**src/rtl/pew_pkg.sv**
```systemverilog
// Shared constants and types of the Prewitt edge threshold block.
`default_nettype none

package pew_pkg;

	localparam int MAX_WIDTH = 512;
	localparam int COL_W     = $clog2(MAX_WIDTH);
	localparam int PIX_W     = 8;
	localparam int WID_W     = 10;
	localparam int HGT_W     = 12;
	localparam int THR_W     = 11;
	localparam int MAG_W     = 11;
	localparam int SUM_W     = PIX_W + 2;
	localparam int CNT_W     = (COL_W + 1 > WID_W) ? COL_W + 1 : WID_W;
	localparam int APB_AW    = 4;
	localparam int APB_DW    = 32;

	localparam logic [WID_W-1:0] WIDTH_RST  = WID_W'(512);
	localparam logic [HGT_W-1:0] HEIGHT_RST = HGT_W'(512);
	localparam logic [THR_W-1:0] THRESH_RST = THR_W'(128);
	localparam logic [CNT_W-1:0] MIN_DIM    = CNT_W'(3);
	localparam logic [CNT_W-1:0] MAX_DIM    = CNT_W'(MAX_WIDTH);

	typedef enum logic [1:0] {
		REG_WIDTH  = 2'd0,
		REG_HEIGHT = 2'd1,
		REG_THRESH = 2'd2
	} reg_idx_t;

	typedef struct packed {
		logic [PIX_W-1:0] tl;
		logic [PIX_W-1:0] tc;
		logic [PIX_W-1:0] tr;
		logic [PIX_W-1:0] ml;
		logic [PIX_W-1:0] mr;
		logic [PIX_W-1:0] bl;
		logic [PIX_W-1:0] bc;
		logic [PIX_W-1:0] br;
	} win_t;

endpackage

`default_nettype wire

```
**src/rtl/pew_kernel.sv**
```systemverilog
// Prewitt horizontal and vertical sums, magnitude and threshold compare.
`default_nettype none

module pew_kernel (
	input  wire pew_pkg::win_t              win,
	input  wire logic [pew_pkg::THR_W-1:0]  thresh,
	output      logic [pew_pkg::MAG_W-1:0]  mag,
	output      logic                       edge_flag
);
	import pew_pkg::*;

	logic [SUM_W-1:0] left, right, upper, lower;
	logic [SUM_W-1:0] ax, ay;

	always_comb begin
		left  = SUM_W'(win.tl) + SUM_W'(win.ml) + SUM_W'(win.bl);
		right = SUM_W'(win.tr) + SUM_W'(win.mr) + SUM_W'(win.br);
		upper = SUM_W'(win.tl) + SUM_W'(win.tc) + SUM_W'(win.tr);
		lower = SUM_W'(win.bl) + SUM_W'(win.bc) + SUM_W'(win.br);
		ax = (right >= left) ? right - left : left - right;
		ay = (lower >= upper) ? lower - upper : upper - lower;
		mag = MAG_W'(ax) + MAG_W'(ay);
		edge_flag = mag > MAG_W'(thresh);
	end

endmodule

`default_nettype wire

```
**config.mk**
```make
export PLATFORM = sky130hd
export DESIGN_NAME = pew_kernel
export DESIGN_NICKNAME = d
export VERILOG_FILES = /design/src/rtl/pew_pkg.sv /design/src/rtl/pew_kernel.sv
export SDC_FILE = /design/constraint.sdc
export NUM_CORES = 1
export LEC_CHECK = 0
export BUFFER_PORTS_ARGS = -buffer_cell sky130_fd_sc_hd__buf_4
export CAP_MARGIN = 0
export CORE_ASPECT_RATIO = 0.5
export CORE_MARGIN = 2
export CORE_UTILIZATION = 64
export DETAILED_ROUTE_END_ITERATION = 7
export PLACE_DENSITY = 0.93
export SLEW_MARGIN = 30
export SYNTH_ARGS = -nofsm -noshare
export SYNTH_HDL_FRONTEND = slang
export SYNTH_SLANG_ARGS = --single-unit
```
**constraint.sdc**
```tcl
create_clock -name vclk -period 11.7
set_clock_uncertainty 0.15 [all_clocks]
set_input_delay 0.585 -clock vclk [all_inputs]
set_output_delay 0.585 -clock vclk [all_outputs]
set_load 0.02 [all_outputs]
```
==> summary.md, run 1 <==
| Metric | Value |
|---|---|
| Final core utilization | 79.0% |
| Max transition margin | 62.1% |
| Max Cap Viol | 0 |
| CP max stage cell | fa_1 |
| Global-route wire length before repair | 17.1 mm |
| Largest net degree at the start of global routing | 11 |
| Share of cells above drive strength 1 | 17.8% |
| Die footprint | 7170 um^2 |
| Final worst path period share | 69.4% |
| Number of sequential cells | 0 |
| Die Y | 60.9 um |
| Initial antenna violation count | 0 |
| Post-Route WL | 10.3 mm |
| Setup Buffers After CTS | 0 |
| IO Count | 87 |
| Fmax | 123 MHz |
| Syn_nets | 700 |
| Most used cell, CP | ha_1 |
| Biggest cell delay along the critical path | 550 ps |
| Worst setup EP type | primary output |
| Layout net count | 784 |
| Post-Layout Inst Area | 4860 um^2 |
| HP Class | in -> out |
| Vias in the first global route | 3677 |
| Synth-to-layout area growth | 17.5% |
| Clock buffer count | 0 |
| Antenna Violating Nets Remaining | 0 |
| Crit path DAT | 7380 ps |
| Max FO, Critical Path | 10 |
| Cell variety after synth | 54 |
| Post-DP HPWL | 9.34 mm |
| DP Area | 4860 um^2 |
| Ant. Diodes | 0 |
| TritonRoute pass-1 iters | 5 |
| RSZ-0062 raised after global routing | false |
| Footprint of the multi-input gates | 3770 um^2 |
| Setup violations, final | 0 |
| Worst slew pin tran | 568 ps |
| Slew Limit Fails | 0 |
| Core Region | 6160 um^2 |
| Ys Warns | 0 |
| PortBufs | 87 |
| Vias/cell | 5.78 |
| Syn Inst Count | 497 |
| Syn_area_per_cell | 8.33 um^2 |
| Routed WL per cell | 15.4 um |
| Global-route usage over all layers | 29.5% |
| Seq/Total Area, Yosys | 0% |
| Cts hold-fix bufs | 0 |
| Worst path required time | 10970 ps |
| Register area | 0 um^2 |
| Fin Setup TNS | 0 ps |
| Fin. Hold Viols | 0 |
| Die W | 118 um |
| Initial drt markers | 320 |
| Tmin final | 8120 ps |
| Mapped Area | 4140 um^2 |
| # resized after CTS | 0 |
| Remaining Overflow, GRT | 0 |
| Starting density of the core | 67.3% |
| Setup Crit Path Kind | in -> out |
| Type of element launching the critical path | input port |
| Row Count | 20 |
| Status | finished clean |
| Post-route DRC violation count | 0 |
| Filler cell count | 453 |
| RePlAce Congestion | 0.946 |
| Via count | 3852 |
-- path summary, 6_finish.rpt --
check | from | end | slack, ps | depth (start not counted)
setup / recovery | win[1] | edge_flag | 3580 | 30
hold / removal | thresh[7] | edge_flag | 1570 | 6
-- cell usage in the layout, fill, tap and decap left out, drive strengths merged, types with 2 or more instances in the layout --
master	n
inv	87
ha	87
buf	87
fa	41
a21oi	36
nor2	29
xnor2	27
o21ai	25
a21o	23
nand2	20
xor2	19
nor2b	14
o21a	12
mux2i	10
nor3	7
nand2b	5
a31oi	5
o41ai	4
nand4	4
o31ai	3
and3	3
o21bai	3
mux2	3
o211ai	2
o22ai	2
nand3	2
a211oi	2
a221o	2
-- kinds of logic after synthesis --
kind of cell / Yosys count / synth area share, %
and+or+nand+nor: 90 / 10.7
AOI/OAI and AO/OA: 128 / 21.3
xor gates and xnor gates: 46 / 9.73
muxes: 13 / 3.32
adders and majority gates: 128 / 46.1
buffers and inverters: 92 / 8.82
-- cell usage after synthesis (all sizes together), types with 3 or more instances --
master,number,area (um^2)
fa,41,821
a21oi,36,199
o21ai,25,125
o31ai,3,22.5
o41ai,4,35.0
a21o,23,174
o21bai,3,26.3
mux2i,10,100
and3,3,20.0
buf,5,38.8
nand2b,5,31.3
xor2,19,166
nand4,4,31.3
ha,87,1090
nor2b,14,87.6
xnor2,27,236
nor2,29,109
a31oi,5,61.3
nor3,7,35.0
mux2,3,37.5
nand2,20,75.1
o21a,12,90.1
inv,87,327
-- metrics by stage --
step	std cells	setup slack, ps	hold slack, ps
floorplan	497	4210	1450
global placement	667	3920	1570
detailed placement	667	3670	1580
CTS	667	3660	1580
global route	667	3180	1620
finish	667	3580	1570
-- per-layer routing --
layer	global-route usage (%)	wire (um)	up-vias
li1	-	-	1852
met1	43.4	5060	1827
met2	50.4	4410	159
met3	1.88	695	14
met4	3.10	116	0
met5	0	0	-
-- final cells by class --
cell class	instances	area share, %
inverters	87	6.71
repair buffers	87	13.4
multi-input cells	405	77.6
well taps	88	2.26
-- worst max-delay path: cells and delay by family --
family	cells	cell delay, ps
AO/OA/AOI/OAI	14	2690
XOR/XNOR	2	320
adder cells (fa/ha/maj)	6	2210
buffers and inverters	4	370
multiplexers	1	360
AND/OR/NAND/NOR	3	860
Power of run 1 is left out: the tool's default activity adds up to more than one toggle a clock period on the data nets, which glitch-free logic cannot reach.
==> inputs of run 2 (changes only) <==
--- a/config.mk
+++ b/config.mk
@@ -5,13 +5,14 @@
 export SDC_FILE = /design/constraint.sdc
 export NUM_CORES = 1
 export LEC_CHECK = 0
+export ABC_AREA = 1
 export BUFFER_PORTS_ARGS = -buffer_cell sky130_fd_sc_hd__buf_4
 export CAP_MARGIN = 0
 export CORE_ASPECT_RATIO = 0.5
 export CORE_MARGIN = 2
-export CORE_UTILIZATION = 64
+export CORE_UTILIZATION = 54
 export DETAILED_ROUTE_END_ITERATION = 7
-export PLACE_DENSITY = 0.93
+export PLACE_DENSITY = 0.83
 export SLEW_MARGIN = 30
 export SYNTH_ARGS = -nofsm -noshare
 export SYNTH_HDL_FRONTEND = slang
==> constraint.sdc (replaced) <==
create_clock -name vclk -period 7
set_clock_uncertainty 0.15 [all_clocks]
set_input_delay 0.35 -clock vclk [all_inputs]
set_output_delay 0.35 -clock vclk [all_outputs]
set_load 0.02 [all_outputs]
==> summary.md, run 2 <==
| Metric | Value |
|---|---|
| Final core utilization | 64.9% |
| Largest area contributor in the netlist | ha_1 |
| TritonRoute pass-1 iters | 5 |
| Commonest non-fill, non-tap cell in the layout | nand2_1 |
| Ys Warns | 0 |
| Cts hold-fix bufs | 0 |
| IO Count | 87 |
| Hold path startpoint | thresh[0] |
| Setup Crit Path Kind | in -> out |
| Slew Limit Fails | 0 |
| Global-route wire length before repair | 21.3 mm |
| Setup crit start | win[17] |
| Initial drt markers | 363 |
| DP Area | 5660 um^2 |
| Critical path depth | 36 |
| Vias in the first global route | 4664 |
| Ant. Diodes | 0 |
| HP Class | in -> out |
| List of most frequent post-synthesis cells | 241 x nand2_1, 172 x inv_1, 87 x ha_1 |
| Crit path DAT | 5950 ps |
| Antenna Violating Nets Remaining | 0 |
| Worst path required time | 6500 ps |
| Cell variety after synth | 32 |
| Mapped Area | 4890 um^2 |
| Share of cells above drive strength 1 | 12.0% |
| Fin Setup TNS | 0 ps |
| Row Count | 24 |
| Initial antenna violation count | 0 |
| Max FO, Critical Path | 12 |
| WHS | 1110 ps |
| RePlAce Congestion | 0.909 |
| Footprint of the multi-input gates | 4220 um^2 |
| Type of element launching the critical path | input port |
| PortBufs | 87 |
| Area fraction of the dominant cell type after synthesis | 22.3% |
| Fin. Hold Viols | 0 |
| Die Y | 71.3 um |
| Seq/Total Area, Yosys | 0% |
| Top delay family on crit path | adder cells |
| Post-Route WL | 12.8 mm |
| Core Region | 8740 um^2 |
| Post-route DRC violation count | 0 |
| Die W | 139 um |
| Final worst path period share | 92.1% |
| Most used cell, CP | nand2_1 |
| Setup violations, final | 0 |
| Syn Inst Count | 783 |
| Biggest cell delay along the critical path | 450 ps |
| Die footprint | 9870 um^2 |
| Remaining Overflow, GRT | 0 |
| Status | finished clean |
| Post-DP HPWL | 11.7 mm |
| Syn_area_per_cell | 6.24 um^2 |
| Worst setup EP type | primary output |
| Post-Layout Inst Area | 5670 um^2 |
| Number of sequential cells | 0 |
| Layout net count | 1070 |
| Fmax | 155 MHz |
| Starting density of the core | 55.9% |
| CP max stage cell | fa_1 |
| Syn_nets | 986 |
| Register area | 0 um^2 |
| Worst slew pin tran | 454 ps |
| Most frequent cells in the layout | 241 x nand2_1, 171 x inv_1, 87 x buf_4 |
| Max transition margin | 69.7% |
| Global-route usage over all layers | 25.8% |
| Filler cell count | 807 |
| Max Cap Viol | 0 |
| Via count | 4992 |
| Ranking of synthesized cells by area | ha_1 22%, nand2_1 19%, fa_1 17% |
| Vias/cell | 5.08 |
| Largest net degree at the start of global routing | 13 |
| Synth-to-layout area growth | 16.1% |
| Worst setup path endpoint | edge_flag |
| Routed WL per cell | 13.1 um |
| Tmin final | 6450 ps |
| Clock buffer count | 0 |
| Buf/Inv on CP | 8 |
| Most common cell in the synthesized netlist | nand2_1 |
==> run 2: metal layers <==
layer | GRT usage, % | wire length, um
met1 | 37.9 | 6270
met2 | 44.0 | 5490
met3 | 1.67 | 908
met4 | 2.72 | 151
met5 | 0 | 0
==> run 2: how the worst min path moves through the flow <==
stage                endpoint  cells past startpoint
floorplan           edge_flag                      4
CTS                 edge_flag                      6
global route        edge_flag                      6
detailed placement  edge_flag                      6
finish              edge_flag                      6
global placement    edge_flag                      6
==> run 2: final cells by class <==
cell class	instances	share of cell area [%]
Timing Repair Buffer	87	11.5
Inverter	174	11.6
Multi-Input combinational cell	604	74.3
Tap cell	117	2.58
==> run 2: through the flow <==
step	setup slack [ps]	cells
CTS	346	982
global route	-14.0	982
global placement	459	982
finish	552	982
detailed placement	373	982
floorplan	1100	783
==> run 2: logic make-up after synthesis <==
family / synth area share [%]
AOI/OAI and AO/OA: 9.07
xor gates and xnor gates: 7.89
adders and majority gates: 39.1
buffers and inverters: 14.0
and+or+nand+nor: 30.0
==> run 2: repair_timing <==
action / in CTS / in global routing
setup endpoints to repair: 0 / 1
gates resized for setup: 0 / 4
setup buffers: 0 / 0
Power of run 2 is left out for the same reason.
==> inputs of run 3 (changes only) <==
--- a/config.mk
+++ b/config.mk
@@ -6,13 +6,14 @@
 export NUM_CORES = 1
 export LEC_CHECK = 0
 export ABC_AREA = 1
-export BUFFER_PORTS_ARGS = -buffer_cell sky130_fd_sc_hd__buf_4
+export BUFFER_PORTS_ARGS = -buffer_cell sky130_fd_sc_hd__buf_2
 export CAP_MARGIN = 0
 export CORE_ASPECT_RATIO = 0.5
 export CORE_MARGIN = 2
 export CORE_UTILIZATION = 54
 export DETAILED_ROUTE_END_ITERATION = 7
 export PLACE_DENSITY = 0.83
+export REMOVE_ABC_BUFFERS = 1
 export SLEW_MARGIN = 30
 export SYNTH_ARGS = -nofsm -noshare
 export SYNTH_HDL_FRONTEND = slang
==> summary.md, run 3 (synthesis results as in run 2) <==
| Metric | Value |
|---|---|
| Fin. Hold Viols | 0 |
| Synth-to-layout area growth | 11.4% |
| Starting density of the core | 55.9% |
| Max transition margin | 68.6% |
| Hold path startpoint | thresh[0] |
| Initial drt markers | 294 |
| Largest net degree at the start of global routing | 13 |
| TritonRoute pass-1 iters | 5 |
| Hold depth | 6 |
| Via count | 4962 |
| Die W | 139 um |
| Slew Limit Fails | 0 |
| Ant. Diodes | 0 |
| Fmax | 154 MHz |
| Antenna Violating Nets Remaining | 0 |
| Fin Setup TNS | 0 ps |
| Setup crit start | win[17] |
| Status | finished clean |
| Row Count | 24 |
| Worst slew pin tran | 467 ps |
| Setup violations, final | 0 |
| Post-DP HPWL | 11.5 mm |
| Clock buffer count | 0 |
| CP max stage cell | fa_1 |
| IO Count | 87 |
| Vias/cell | 5.05 |
| Post-Route WL | 12.7 mm |
| Global-route wire length before repair | 21.3 mm |
| Worst path required time | 6500 ps |
| Die footprint | 9870 um^2 |
| Hold worst-path end | edge_flag |
| Crit path DAT | 5980 ps |
| Most used cell, CP | nand2_1 |
| Final worst path period share | 92.6% |
| HP Class | in -> out |
| Core Region | 8740 um^2 |
| Biggest cell delay along the critical path | 470 ps |
| Commonest non-fill, non-tap cell in the layout | nand2_1 |
| Vias in the first global route | 4668 |
| Filler cell count | 827 |
| Routed WL per cell | 12.9 um |
| Max FO, Critical Path | 12 |
| Post-route DRC violation count | 0 |
| Type of element launching the critical path | input port |
| Global-route usage over all layers | 25.8% |
| Share of cells above drive strength 1 | 11.8% |
| Cts hold-fix bufs | 0 |
| Max Cap Viol | 0 |
| Die Y | 71.3 um |
| Number of sequential cells | 0 |
| Worst setup EP type | primary output |
| Layout net count | 1070 |
| Remaining Overflow, GRT | 0 |
| PortBufs | 87 |
| Most frequent cells in the layout | 241 x nand2_1, 172 x inv_1, 87 x ha_1, 87 x buf_2, 54 x nand3_1 |
| Initial antenna violation count | 0 |
| Tmin final | 6480 ps |
| Setup Crit Path Kind | in -> out |
| Register area | 0 um^2 |
| RSZ-0062 raised after global routing | false |
| RePlAce Congestion | 0.992 |
-- run 3: critical path, delay by kind of cell --
| kind | cells | cell delay (ps) |
|---|---|---|
| xor gates and xnor gates | 1 | 170 |
| adders and majority gates | 6 | 2090 |
| buffers and inverters | 8 | 800 |
| AOI/OAI and AO/OA | 5 | 820 |
| and+or+nand+nor | 17 | 1740 |
-- run 3: worst max-delay path by stage --
stage / to / slack (ps) / depth (start not counted)
floorplan: edge_flag / 1110 / 34
global placement: edge_flag / 510 / 33
detailed placement: edge_flag / 500 / 33
CTS: edge_flag / 470 / 33
global route: edge_flag / 10 / 37
finish: edge_flag / 520 / 37
-- run 3: cell type report --
class	count	area [um^2]	share of cell area, %
Multi-Input combinational cell	604	4210	77.3
Inverter	174	656	12.0
Timing Repair Buffer	87	435	8.00
Tap cell	117	146	2.69
-- run 3: repair_timing --
| action | in CTS | in global routing |
|---|---|---|
| endpoints found under the setup margin | 0 | 1 |
| resized for setup | 0 | 1 |
| buffers inserted | 0 | 0 |
-- run 3: per-stage QoR --
step | util, % | area, um^2 | hold WS (ps) | cells | setup WS [ps]
after detailed placement | 62.2 | 5440 | 1110 | 982 | 496
after global placement | 62.2 | 5440 | 1090 | 982 | 514
final | 62.3 | 5440 | 1100 | 982 | 517
after floorplan | - | 4860 | 883 | 778 | 1110
after CTS | 62.2 | 5440 | 1110 | 982 | 471
after global routing | 62.3 | 5440 | 1180 | 982 | 11.7
-- run 3: layer usage --
layer  track usage (%)  up-vias  part of all wire (%)  wire length (um)
li1                  -     2592                     -                 -
met1              38.3     2178                    50              6350
met2              44.7      186                    42              5360
met3              1.40        6                   7.3               927
met4             0.340        0                  0.38                48
met5                 0        -                     0                 0
Power of run 3 is left out for the same reason.
